`src/hw/rtl/parking_gate_controller_macros.svh`:
```
// ----------------------------------------------------------------------------
// parking gate controller assertion macros
// shared property wrappers clocked on clk_i and disabled during reset
// ----------------------------------------------------------------------------
`ifndef PARKING_GATE_CONTROLLER_MACROS_SVH
`define PARKING_GATE_CONTROLLER_MACROS_SVH

// same-cycle implication
`define PGC_ASSERT_NOW(lbl, ante, cons, msg) \
  lbl: assert property (@(posedge clk_i) disable iff (!rst_ni) (ante) |-> (cons)) \
    else $error(msg);

// next-cycle implication
`define PGC_ASSERT_NEXT(lbl, ante, cons, msg) \
  lbl: assert property (@(posedge clk_i) disable iff (!rst_ni) (ante) |=> (cons)) \
    else $error(msg);

`endif

```
`src/hw/rtl/pgc_pkg.sv`:
```
// ----------------------------------------------------------------------------
// pgc_pkg
// types, codes and helpers shared by the parking gate controller
// ----------------------------------------------------------------------------
`timescale 1ns / 1ps

package pgc_pkg;

  localparam int unsigned COUNT_WIDTH_DEF = 16;
  localparam int unsigned CAP_W           = 10;
  localparam int unsigned OCC_W           = 10;
  localparam int unsigned PH_W            = 2;
  localparam int unsigned VIEW_W          = 2;
  localparam int unsigned CMD_W           = 2;
  localparam int unsigned DIG_W           = 4;
  localparam int unsigned SHOW_W          = 10;

  localparam logic [OCC_W-1:0]  OCC_MAX   = 10'd1023;
  localparam logic [SHOW_W-1:0] SHOW_MAX  = 10'd999;
  localparam logic [CAP_W-1:0]  CAP_RESET = 10'd100;

  // barrier phases
  localparam logic [PH_W-1:0] PH_IDLE  = 2'd0;
  localparam logic [PH_W-1:0] PH_ARMED = 2'd1;
  localparam logic [PH_W-1:0] PH_OPEN  = 2'd2;

  // event kinds
  localparam logic [CMD_W-1:0] CMD_TICK   = 2'd0;
  localparam logic [CMD_W-1:0] CMD_TICKET = 2'd1;
  localparam logic [CMD_W-1:0] CMD_SENSE  = 2'd2;

  // display selections
  localparam logic [VIEW_W-1:0] VIEW_ENTRIES = 2'd0;
  localparam logic [VIEW_W-1:0] VIEW_EXITS   = 2'd1;
  localparam logic [VIEW_W-1:0] VIEW_OCC     = 2'd2;

  typedef struct packed {
    logic [CMD_W-1:0] command;
    logic             entry_car_sensor;
    logic             exit_car_sensor;
    logic             ticket_request;
    logic             mode_button;
    logic             entry_passed_sensor;
    logic             ticket_inserted;
    logic             exit_passed_sensor;
  } in_word_t;

  typedef struct packed {
    logic              entry_gate_open;
    logic              exit_gate_open;
    logic              full_lamp;
    logic [VIEW_W-1:0] display_mode;
    logic [DIG_W-1:0]  digit_hundreds;
    logic [DIG_W-1:0]  digit_tens;
    logic [DIG_W-1:0]  digit_units;
  } out_word_t;

  typedef struct packed {
    logic              entry_open;
    logic              exit_open;
    logic              full;
    logic [VIEW_W-1:0] view;
    logic [SHOW_W-1:0] shown;
  } status_t;

  typedef struct packed {
    logic [DIG_W-1:0] hundreds;
    logic [DIG_W-1:0] tens;
    logic [DIG_W-1:0] units;
  } bcd_t;

  // value must be at most 999
  function automatic bcd_t to_bcd(input logic [SHOW_W-1:0] value);
    logic [DIG_W-1:0]  h;
    logic [DIG_W-1:0]  t;
    logic [SHOW_W-1:0] rem_h;
    logic [6:0]        rem_t;
    bcd_t              r;
    h = '0;
    for (int k = 1; k <= 9; k++) begin
      if (value >= SHOW_W'(k * 100)) begin
        h = h + 4'd1;
      end
    end
    rem_h = value - SHOW_W'(32'(h) * 100);
    rem_t = rem_h[6:0];
    t = '0;
    for (int k = 1; k <= 9; k++) begin
      if (rem_t >= 7'(k * 10)) begin
        t = t + 4'd1;
      end
    end
    r.hundreds = h;
    r.tens     = t;
    r.units    = DIG_W'(rem_t - 7'(32'(t) * 10));
    return r;
  endfunction

endpackage

```
`src/hw/rtl/pgc_state.sv`:
```
// ----------------------------------------------------------------------------
// pgc_state
// barrier phases, counters, occupancy, full flag and display selection
// ----------------------------------------------------------------------------
`timescale 1ns / 1ps
`include "parking_gate_controller_macros.svh"

module pgc_state
  import pgc_pkg::*;
#(
  parameter int unsigned COUNT_WIDTH = COUNT_WIDTH_DEF
) (
  input  logic             clk_i,
  input  logic             rst_ni,
  input  logic             cfg_we_i,
  input  logic [CAP_W-1:0] cfg_wdata_i,
  input  logic             adv_i,
  input  in_word_t         word_i,
  output status_t          status_o
);

  logic [CAP_W-1:0]       cap_q;
  logic [PH_W-1:0]        entry_q, entry_d;
  logic [PH_W-1:0]        exit_q, exit_d;
  logic [COUNT_WIDTH-1:0] ent_q, ent_d;
  logic [COUNT_WIDTH-1:0] exi_q, exi_d;
  logic [OCC_W-1:0]       occ_q, occ_d;
  logic                   full_q, full_d;
  logic [VIEW_W-1:0]      view_q, view_d;
  logic [COUNT_WIDTH-1:0] shown_cnt;

  always_comb begin
    logic park_full;
    logic halt;
    entry_d   = entry_q;
    exit_d    = exit_q;
    ent_d     = ent_q;
    exi_d     = exi_q;
    occ_d     = occ_q;
    full_d    = full_q;
    view_d    = view_q;
    halt      = 1'b0;
    park_full = (occ_q >= cap_q);
    unique case (word_i.command)
      CMD_TICK: begin
        if (word_i.entry_car_sensor) begin
          if (park_full) begin
            halt = 1'b1;
          end else if (entry_q != PH_OPEN) begin
            entry_d = PH_ARMED;
          end
        end
        if (!halt && word_i.exit_car_sensor && occ_q != '0 && exit_q != PH_OPEN) begin
          exit_d = PH_ARMED;
        end
      end
      CMD_TICKET: begin
        if (word_i.ticket_request && !park_full && entry_q == PH_ARMED) begin
          entry_d = PH_OPEN;
        end
      end
      CMD_SENSE: begin
        if (word_i.mode_button) begin
          view_d = (view_q >= VIEW_OCC) ? VIEW_ENTRIES : view_q + 2'd1;
        end
        if (word_i.entry_passed_sensor && entry_q == PH_OPEN) begin
          entry_d = PH_IDLE;
          ent_d   = ent_q + 1'b1;
          if (occ_q < OCC_MAX) begin
            occ_d = occ_q + 1'b1;
          end
          if (occ_d >= cap_q) begin
            full_d = 1'b1;
          end
        end
        if (word_i.ticket_inserted) begin
          if (occ_d == '0) begin
            halt = 1'b1;
          end else if (exit_q == PH_ARMED) begin
            exit_d = PH_OPEN;
          end
        end
        if (!halt && word_i.exit_passed_sensor && exit_d == PH_OPEN) begin
          exit_d = PH_IDLE;
          full_d = 1'b0;
          exi_d  = exi_q + 1'b1;
          if (occ_d != '0) begin
            occ_d = occ_d - 1'b1;
          end
        end
      end
      default: begin
      end
    endcase
  end

  always_ff @(posedge clk_i or negedge rst_ni) begin
    if (!rst_ni) begin
      cap_q <= CAP_RESET;
    end else if (cfg_we_i) begin
      cap_q <= cfg_wdata_i;
    end
  end

  always_ff @(posedge clk_i or negedge rst_ni) begin
    if (!rst_ni) begin
      entry_q <= PH_IDLE;
      exit_q  <= PH_IDLE;
      ent_q   <= '0;
      exi_q   <= '0;
      occ_q   <= '0;
      full_q  <= 1'b0;
      view_q  <= VIEW_OCC;
    end else if (adv_i) begin
      entry_q <= entry_d;
      exit_q  <= exit_d;
      ent_q   <= ent_d;
      exi_q   <= exi_d;
      occ_q   <= occ_d;
      full_q  <= full_d;
      view_q  <= view_d;
    end
  end

  // shown value follows the state after this word
  always_comb begin
    if (view_d == VIEW_ENTRIES) begin
      shown_cnt = ent_d;
    end else if (view_d == VIEW_EXITS) begin
      shown_cnt = exi_d;
    end else begin
      shown_cnt = COUNT_WIDTH'(occ_d);
    end
  end

  assign status_o.entry_open = (entry_d == PH_OPEN);
  assign status_o.exit_open  = (exit_d == PH_OPEN);
  assign status_o.full       = full_d;
  assign status_o.view       = view_d;
  assign status_o.shown      = (shown_cnt > COUNT_WIDTH'(SHOW_MAX)) ? SHOW_MAX
                                                                    : shown_cnt[SHOW_W-1:0];

  `PGC_ASSERT_NEXT(a_entry_armed_first, entry_q == PH_IDLE, entry_q != PH_OPEN, "entry opened unarmed")
  `PGC_ASSERT_NEXT(a_counts_hold, !adv_i, $stable(ent_q) && $stable(exi_q) && $stable(occ_q), "counts moved without a word")
  `PGC_ASSERT_NEXT(a_full_rise, !full_q && !(adv_i && word_i.command == CMD_SENSE), !full_q, "full set outside a sensor word")

endmodule

```
`src/hw/rtl/pgc_disp.sv`:
```
// ----------------------------------------------------------------------------
// pgc_disp
// forms the result word: gate drives, lamp, mode and three decimal digits
// ----------------------------------------------------------------------------
`timescale 1ns / 1ps

module pgc_disp
  import pgc_pkg::*;
(
  input  status_t   status_i,
  output out_word_t word_o
);

  bcd_t digits;

  assign digits = to_bcd(status_i.shown);

  assign word_o.entry_gate_open = status_i.entry_open;
  assign word_o.exit_gate_open  = status_i.exit_open;
  assign word_o.full_lamp       = status_i.full;
  assign word_o.display_mode    = status_i.view;
  assign word_o.digit_hundreds  = digits.hundreds;
  assign word_o.digit_tens      = digits.tens;
  assign word_o.digit_units     = digits.units;

endmodule

```
`src/hw/rtl/parking_gate_controller.sv`:
```
// ----------------------------------------------------------------------------
// parking_gate_controller
// entry and exit barrier control with counters, full lamp and count display
//
//   port group     dir  handshake              payload
//   in_*           in   in_valid_i/in_stall_o  in_word_i   (in_word_t)
//   out_*          out  out_valid_o/out_stall_i out_word_o (out_word_t)
//   cfg_*          in   cfg_we_i               cfg_wdata_i (capacity)
//
// one word per cycle sustained while the output is not stalled; a word is
// taken into the input register, then state update and digit conversion
// write its result into the result register; reset clears phases, counters
// and full flag, selects occupancy view; capacity returns to 100 spaces
// a stall on the output holds the result register; the input register
// keeps taking words as long as the result register can move
// ----------------------------------------------------------------------------
`timescale 1ns / 1ps

module parking_gate_controller
  import pgc_pkg::*;
#(
  parameter int unsigned COUNT_WIDTH = COUNT_WIDTH_DEF
) (
  input  logic             clk_i,
  input  logic             rst_ni,
  input  logic             cfg_we_i,
  input  logic [CAP_W-1:0] cfg_wdata_i,
  input  logic             in_valid_i,
  output logic             in_stall_o,
  input  in_word_t         in_word_i,
  output logic             out_valid_o,
  input  logic             out_stall_i,
  output out_word_t        out_word_o
);

  in_word_t  in_q;
  logic      in_vld_q, in_vld_d;
  out_word_t out_q;
  logic      out_vld_q, out_vld_d;
  logic      move;
  logic      take;
  status_t   status;
  out_word_t res_word;

  assign move       = in_vld_q && (!out_vld_q || !out_stall_i);
  assign in_stall_o = in_vld_q && !move;
  assign take       = in_valid_i && !in_stall_o;

  always_comb begin
    in_vld_d = in_vld_q;
    if (take) begin
      in_vld_d = 1'b1;
    end else if (move) begin
      in_vld_d = 1'b0;
    end
  end

  always_comb begin
    out_vld_d = out_vld_q;
    if (move) begin
      out_vld_d = 1'b1;
    end else if (!out_stall_i) begin
      out_vld_d = 1'b0;
    end
  end

  always_ff @(posedge clk_i or negedge rst_ni) begin
    if (!rst_ni) begin
      in_vld_q  <= 1'b0;
      out_vld_q <= 1'b0;
    end else begin
      in_vld_q  <= in_vld_d;
      out_vld_q <= out_vld_d;
    end
  end

  always_ff @(posedge clk_i) begin
    if (take) begin
      in_q <= in_word_i;
    end
    if (move) begin
      out_q <= res_word;
    end
  end

  pgc_state #(
    .COUNT_WIDTH(COUNT_WIDTH)
  ) u_state (
    .clk_i      (clk_i),
    .rst_ni     (rst_ni),
    .cfg_we_i   (cfg_we_i),
    .cfg_wdata_i(cfg_wdata_i),
    .adv_i      (move),
    .word_i     (in_q),
    .status_o   (status)
  );

  pgc_disp u_disp (
    .status_i(status),
    .word_o  (res_word)
  );

  assign out_valid_o = out_vld_q;
  assign out_word_o  = out_q;

endmodule

```
`config.mk`:
```
export PLATFORM = sky130hd
export DESIGN_NAME = parking_gate_controller
export DESIGN_NICKNAME = d
export VERILOG_FILES = /design/src/hw/rtl/pgc_pkg.sv /design/src/hw/rtl/pgc_state.sv /design/src/hw/rtl/pgc_disp.sv /design/src/hw/rtl/parking_gate_controller.sv
export VERILOG_INCLUDE_DIRS = /design/src /design/src/hw/rtl
export SDC_FILE = /design/constraint.sdc
export NUM_CORES = 1
export LEC_CHECK = 0
export ABC_CLOCK_PERIOD_IN_PS = 35700
export BUFFER_PORTS_ARGS = -buffer_cell sky130_fd_sc_hd__buf_4
export CAP_MARGIN = 5
export CORE_UTILIZATION = 60
export CTS_BUF_LIST = sky130_fd_sc_hd__clkbuf_2
export CTS_CLUSTER_DIAMETER = 80
export DETAILED_ROUTE_END_ITERATION = 12
export GPL_TIMING_DRIVEN = 0
export PLACE_DENSITY = 0.9
export SKIP_LAST_GASP = 1
export SLEW_MARGIN = 20
export SYNTH_ARGS = -nofsm -noshare
export SYNTH_HDL_FRONTEND = slang
export SYNTH_SLANG_ARGS = --single-unit
```
`constraint.sdc`:
```
create_clock -name clk_i -period 35.7 [get_ports clk_i]
set_input_delay 3.57 -clock clk_i [delete_from_list [all_inputs] [get_ports clk_i]]
set_output_delay 3.57 -clock clk_i [all_outputs]
set_load 0.02 [all_outputs]
```
# Word level (Yosys, flattened, before mapping)
# Index checks and enable logic that the tools add are counted.
[word_totals]
reg_bits = 87
inputBits = 24
wordCells = 173
output_inout_bits = 19
[op_classes]
addsub = 23
n_mul = 2
n_mux = 63
magnitude_cmp = 23
eq_ne = 12
n_reduce_logical = 25
[op_table]
columns = ["op", "n"]
rows = [
  ["16-bit 2-to-1 mux", 6],
  ["10-bit 2-to-1 mux", 9],
  ["4-bit 2-to-1 mux", 16],
  ["4-bit by 1-bit adder with 4-bit output (second input constant)", 14],
  ["10-bit greater-or-equal comparator (second input constant)", 4],
  ["16-bit by 1-bit adder with 16-bit output (second input constant)", 2],
  ["10-bit by 9-bit greater-or-equal comparator with 1-bit output (second input constant)", 3],
  ["2-bit 2-to-1 mux", 14],
  ["7-bit by 6-bit greater-or-equal comparator with 1-bit output (second input constant)", 3],
  ["7-bit greater-or-equal comparator (second input constant)", 3],
  ["10-bit greater-or-equal comparator", 2],
  ["10-bit nonzero test", 2],
  ["16-bit by 10-bit > comparator with 1-bit output (second input constant)", 1],
  ["1-bit 2-to-1 mux", 16],
  ["7-bit by 5-bit greater-or-equal comparator with 1-bit output (second input constant)", 2],
  ["1-bit logical AND", 11],
  ["10-bit by 1-bit adder with 10-bit output (second input constant)", 1],
  ["2-bit == test (second input constant)", 5],
  ["10-bit by 7-bit greater-or-equal comparator with 1-bit output (second input constant)", 1],
  ["10-bit by 8-bit greater-or-equal comparator with 1-bit output (second input constant)", 1],
  ["10-bit zero test", 1],
  ["10-bit less-than comparator (second input constant)", 1],
  ["10-bit by 1-bit subtractor with 10-bit output (second input constant)", 1],
  ["2-bit by 1-bit == test with 1-bit output (second input constant)", 4],
  ["16 further kinds", 25],
]

# Longest topological paths before layout
# Gate-level depths: netlist of the first run.
[logic_depth]
depth_word = 59
ltp_mapped = 75
ltp_nobuf = 71

# By module
# A second synthesis of the first run with hierarchy kept.
[hier_totals]
hier_cells = 980
hier_area_um2 = 8391.8
[by_module_without_submodules]
columns = ["module", "area_each_um2", "instances", "cells_each", "seq_area_each_um2"]
rows = [
  ["pgc_state", 5218.8, 1, 619, 1481.4],
  ["pgc_disp", 2299.7, 1, 327, 0.0],
  ["parking_gate_controller", 873.3, 1, 34, 830.8],
]

# Worst setup path after synthesis of the first run
# Ideal clock, no wire load.
[synth_path]
path_type = "register to register"
startpoint = "register u_state.occ_q[1]"
endpoint = "register out_q (netlist bit out_word_o[3]), data pin"
period_less_slack_ps = 14031
slack_ps = 21669
t_required_ps = 35437
setup_time_ps = 263
path_buffers = 5
stages_incl_launch_ff = 72
arrival_time_ps = 13768
cell_sequence = "dfrtp_1 > ha_1 > and4_4 > buf_6 > nand3_1 > mux2i_1 > nor2_1 > a21oi_1 > ha_1 > buf_2 > nand2_1 > o31a_1 > mux2_2 > a311o_1 > o211ai_2 > nand3_1 > a21o_1 > nor3_1 > (+36 left out) > a21o_1 > ha_1 > mux2_2 > ha_1 > a21o_1 > ha_1 > a221o_1 > ha_1 > a21oi_1 > nor2b_1 > a31oi_1 > ha_1 > mux2i_1 > fa_1 > xor2_1 > xnor2_1 > xnor2_1 > xnor2_1"
[synth_rtl]
columns = ["element", "line", "source"]
rows = [
  ["start, declared", "pgc_state.sv:27", "logic [OCC_W-1:0] occ_q, occ_d;"],
  ["start signal, assigned", "pgc_state.sv:111", "occ_q <= '0;"],
  ["start signal, assigned", "pgc_state.sv:119", "occ_q <= occ_d;"],
  ["end signal, assigned", "parking_gate_controller.sv:82", "out_q <= res_word;"],
  ["end, declared", "parking_gate_controller.sv:38", "out_word_t out_q;"],
]

==> flow_summary.json, run 1 <==
{
  "rsz0062_at_grt": "no",
  "worst_ep_arrival_time_ns": 17.19,
  "htreeDepth": 3,
  "nFillCells": 1096,
  "postCtsSetupRepairBufs": 0,
  "path_clk_slew_ns": 0.27,
  "ys_top_cells_by_count": "nand2_1, nor2_1, dfrtp_1",
  "crit_path_max_incr_delay_ns": 0.51,
  "slew_headroom_pct": 45.8,
  "cts_resized": 0,
  "fmax_mhz": 59.6,
  "avgRoutedWirePerCell_um": 18.1,
  "gp_congestion": 0.993,
  "outcome": "finished clean",
  "pin_count": 43,
  "yosysMostFrequentCell": "nand2_1",
  "startpoint_type": "flop",
  "cts_sinks": 87,
  "fin_util_pct": 67.4,
  "maxSlewViolCount": 0,
  "setup_tns_ns": 0,
  "cts_buffer_depth": 2,
  "synth.avg_cell_area_sq_um": 8.33,
  "skew_ns": 0.0412,
  "ys_types": 101,
  "timing.hold.ws_ns": 0.544,
  "ys_seq_area_share_pct": 27.4,
  "first_pass_iters": 5,
  "grtUsageTotal_pct": 32.1,
  "viasPerCell": 6.51,
  "yosys-top-cells-area": "dfrtp_1, edfxtp_1, ha_1, xnor2_1, nand2_1",
  "critical-path-top-delay-family": "adder cells",
  "multi_input_area_sq_um": 5720,
  "path_common_cell": "ha_1",
  "area_growth_pct": 7.85,
  "io_buffers": 41,
  "worst-path-buf-inv": 8,
  "cp-end-kind": "flop",
  "final.min_clock_period_ns": 16.77,
  "die_y_um": 121,
  "cp_max_fo": 10,
  "syn_inst": 1013,
  "insertion_delay_ns": 0.66,
  "grt_pass1_wl_um": 36900,
  "hp-class": "reg2reg",
  "die_w_um": 121,
  "regArea_sq_um": 2310,
  "timing.final.crit_share_pct": 47.0,
  "cts_hold_buf": 0,
  "nNetsFinal": 1139,
  "synth_top_area_share_pct": 16.9,
  "yosys.area.top_type": "dfrtp_1",
  "grt_overflow": 0,
  "tightestPinTransition_ns": 0.811,
  "critPathSlowestCell": "clkbuf_1",
  "syn_area_sq_um": 8440,
  "cts_tree": "built",
  "cp.required_ns": 36.12,
  "ys.flop_type": "dfrtp_1",
  "drc": 0,
  "vias": 8113,
  "row_count": 42,
  "drt_iter0_drc": 949,
  "grt_max_degree": 62,
  "hold_violations": 0,
  "finalSetupViolations": 0,
  "yosys_register_bits": 87,
  "antenna_found_initial": 1,
  "synth_edf_count": 26,
  "cts_buffers": 9,
  "dp_hpwl_um": 17100,
  "cts_root_buffer": "clkbuf_2",
  "syn-num-nets": 1087,
  "ant_nets": 0,
  "grt_pass1_vias": 7423,
  "cap_violations": 0,
  "core_sq_um": 13500,
  "crit_type": "reg2reg",
  "yosysWarningCount": 0,
  "drive_gt1_share_pct": 13.1,
  "initial_utilization_pct": 62.5,
  "dieArea_sq_um": 14600,
  "drt_wl_total_um": 22600,
  "async_flop_share_pct": 70.1
}
==> routing by layer <==
metal	vias up	wire (um)	global-route usage, %
met2	402	10300	51.6
met3	65	2010	5.38
met1	3861	9570	43.5
li1	3785	-	-
met5	-	0	0
met4	0	654	11.7
==> path summary, 6_finish.rpt <==
path | startpoint | endpoint | slack, ns | cells past startpoint
max | u_state.occ_q[5]$_DFFE_PN0P_ | out_word_o[3]$_DFFE_PP_ | 18.93 | 70
min | in_vld_q$_DFFE_PN0P_ | out_valid_o$_DFFE_PN0P_ | 0.54 | 1
max reg2reg | u_state.occ_q[5]$_DFFE_PN0P_ | out_word_o[3]$_DFFE_PP_ | 18.93 | 70
min reg2reg | in_vld_q$_DFFE_PN0P_ | out_valid_o$_DFFE_PN0P_ | 0.54 | 1
max in group asynchronous | rst_ni | u_state.exi_q[8]$_DFFE_PN0P_ | 32.22 | 1
min in group asynchronous | rst_ni | u_state.occ_q[0]$_DFFE_PN0P_ | 2.94 | 1
==> layout make-up <==
type                       count  share of cell area [%]
clock inverter                 7                   0.948
sequential                    87                    25.4
clock buffer                   9                   0.495
buffer                        50                    2.61
antenna                        1                  0.0275
tap                          176                    2.42
multi-input combinational    829                    62.8
timing repair buffer          41                    3.38
inverter                      47                    1.94
==> placed cells by master, fill, tap and decap left out, types with 12 or more instances in the layout <==
cell / n
o21ai_0: 52
nand2_1: 122
xnor2_1: 54
nor2b_1: 15
a31oi_1: 13
nor3_1: 30
edfxtp_1: 26
nand4_1: 17
nand2b_1: 19
ha_1: 48
nand3_1: 45
a21oi_1: 54
and3_1: 12
clkbuf_1: 30
mux2i_1: 13
buf_4: 45
dfrtp_1: 57
nor2_1: 75
xor2_1: 39
mux2_2: 13
inv_1: 47
==> registers in the layout, indices dropped and copies added (netlist names) <==
signal and flops:
out_word_o 17, u_state.ent_q 16, u_state.exi_q 16, u_state.cap_q 10, u_state.occ_q 10, in_q 9, u_state.entry_q 2, u_state.exit_q 2
u_state.view_q 2, in_vld_q 1, out_valid_o 1, u_state.full_q 1
==> worst reg2reg max path: cells and delay by family, from the launching register on <==
family          cells  cell delay (ns)
fa+ha+maj          15             4.62
compound gates     16             3.34
xor+xnor           12             2.44
buf+inv             8             2.22
simple gates       13             2.04
mux                 6             1.46
flops               1             0.45
==> cells by family after synthesis <==
logic type | after synthesis | synth area share (%)
AOI/OAI and AO/OA | 232 | 20.1
xor gates and xnor gates | 97 | 10.7
adders and majority gates | 50 | 7.59
buffers and inverters | 97 | 4.89
DFF | 87 | 27.4
muxes | 29 | 3.72
and+or+nand+nor | 421 | 25.7
==> through the flow <==
stage,worst slack (ns),area [sq um],instances
CTS,19.34,9100,1246
floorplan,21.67,8440,1013
finish,18.93,9110,1247
detailed placement,19.54,8970,1230
global placement,19.89,8970,1230
global route,18.06,9110,1247
Power of run 1 is left out: the tool's default activity adds up to more than one toggle a clock period on the data nets, which glitch-free logic cannot reach.
==> inputs of run 2 (changes only) <==
ABC_CLOCK_PERIOD_IN_PS = 16200   (was 35700)
clock period = 16.2 ns   (was 35.7 ns; I/O delays follow)
==> run 2 against run 1 <==
Die area unchanged. Non-clock buffer count increased by 6. Clock-buffer cell count unchanged. Global-route usage about the same. Critical endpoint unchanged.
==> flow_summary.json, run 2 (synthesized netlist as in run 1, its figures left out) <==
{
  "slew_headroom_pct": 43.5,
  "antenna_found_initial": 1,
  "startpoint_type": "flop",
  "grt_overflow": 0,
  "dp_hpwl_um": 17100,
  "tightestPinTransition_ns": 0.840,
  "worst-path-stages": 70,
  "final_common_cell": "nand2_1",
  "reg2reg_depth": 70,
  "nFillCells": 1067,
  "cp.required_ns": 16.62,
  "row_count": 42,
  "fin_ws_ns": 0.708,
  "die_w_um": 121,
  "insertion_delay_ns": 0.67,
  "drc": 0,
  "skew_ns": 0.0433,
  "worst-path-buf-inv": 6,
  "cts_sinks": 87,
  "timing.hold.ws_ns": 0.545,
  "hold_violations": 0,
  "path_common_cell": "ha_1",
  "maxSlewViolCount": 0,
  "finalSetupViolations": 0,
  "crit_type": "reg2reg",
  "crit_path_max_incr_delay_ns": 0.47,
  "drt_iter0_drc": 847,
  "dp_cells": 1230,
  "viasPerCell": 6.56,
  "cts_buffers": 9,
  "cts_root_buffer": "clkbuf_2",
  "instances_no_fill": 1253,
  "outcome": "finished clean",
  "worst_ep_arrival_time_ns": 15.91,
  "first_pass_iters": 6,
  "initial_utilization_pct": 62.5,
  "dieArea_sq_um": 14600,
  "hold_depth": 1,
  "cts_buffer_depth": 2,
  "critical-path-top-delay-family": "adder cells",
  "nNetsFinal": 1145,
  "ant_nets": 0,
  "largest_reg_flops": 17,
  "drt_wl_total_um": 22900,
  "avgRoutedWirePerCell_um": 18.2,
  "timing.final.crit_share_pct": 95.6,
  "drive_gt1_share_pct": 14.9,
  "vias": 8215,
  "post-place-ws_ns": 0.0363,
  "htreeDepth": 3,
  "core_sq_um": 13500,
  "cp_max_fo": 13,
  "cap_violations": 0,
  "path_clk_slew_ns": 0.31,
  "grt_pass1_wl_um": 36800,
  "grt_max_degree": 62,
  "cp-end-kind": "flop",
  "io_buffers": 41,
  "gp_congestion": 0.993,
  "pin_count": 43,
  "hp-class": "reg2reg",
  "grtUsageTotal_pct": 32.1,
  "mostFrequentLayoutCells": "nand2_1, nor2_1, dfrtp_1",
  "die_y_um": 121,
  "grt_pass1_vias": 7412,
  "cts_tree": "built",
  "area_growth_pct": 9.51,
  "fmax_mhz": 64.6,
  "critPathSlowestCell": "dfrtp_1",
  "final.min_clock_period_ns": 15.49
}
run 2: what timing repair did:
item / 4_1_cts / 5_1_grt
gates resized for setup: 0 / 22
setup buffers: 0 / 7
hold buffers: 0 / 0
gates cloned: 0 / 0
pin swaps: 0 / 3
setup endpoints to repair: 1 / 4
run 2: path summary, 6_finish.rpt:
check	startpoint	endpoint	slack (ns)
worst min register to register	u_state.exi_q[8]$_DFFE_PN0P_	u_state.exi_q[8]$_DFFE_PN0P_	0.54
worst max register to register	u_state.occ_q[0]$_DFFE_PN0P_	out_word_o[3]$_DFFE_PP_	0.71
worst max-delay path	u_state.occ_q[0]$_DFFE_PN0P_	out_word_o[3]$_DFFE_PP_	0.71
max in group asynchronous	rst_ni	u_state.exi_q[4]$_DFFE_PN0P_	14.67
min in group asynchronous	rst_ni	u_state.cap_q[1]$_DFFE_PN0P_	0.98
worst min-delay path	u_state.exi_q[8]$_DFFE_PN0P_	u_state.exi_q[8]$_DFFE_PN0P_	0.54
run 2: final cells by class:
cell class | count | area [sq um] | share of cell area (%)
multi-input combinational | 829 | 5800 | 62.7
clock buffer | 9 | 45.0 | 0.487
clock inverter | 7 | 86.3 | 0.934
antenna | 1 | 2.50 | 0.0271
inverter | 47 | 176 | 1.91
timing repair buffer | 48 | 360 | 3.90
buffer | 49 | 244 | 2.64
tap | 176 | 220 | 2.38
sequential | 87 | 2310 | 25.0
run 2: routing by layer:
| layer | global-route usage, % | wire length (um) |
|---|---|---|
| met1 | 43.4 | 9690 |
| met2 | 51.5 | 10500 |
| met3 | 5.38 | 2030 |
| met5 | 0 | 0 |
| met4 | 11.7 | 640 |
run 2: worst register-to-register path, delay by kind of cell, from the launching register on:
family	cells	cell delay [ns]
adder cells (fa/ha/maj)	16	5.04
AO/OA/AOI/OAI	18	3.57
XOR/XNOR	12	2.26
AND/OR/NAND/NOR	12	1.56
multiplexers	6	1.40
buffers and inverters	6	0.96
flip-flops	1	0.47
run 2: through the flow:
| step | utilization, % | setup TNS (ns) | cell area [sq um] |
|---|---|---|---|
| 3_5_place_dp | 66.4 | 0 | 8970 |
| 6_report | 68.5 | 0 | 9250 |
| 2_1_floorplan | - | 0 | 8440 |
| 3_3_place_gp | 66.4 | 0 | 8970 |
| 4_1_cts | 67.4 | 0 | 9100 |
| 5_1_grt | 68.5 | -0.0965 | 9250 |
Power of run 2 is left out for the same reason.
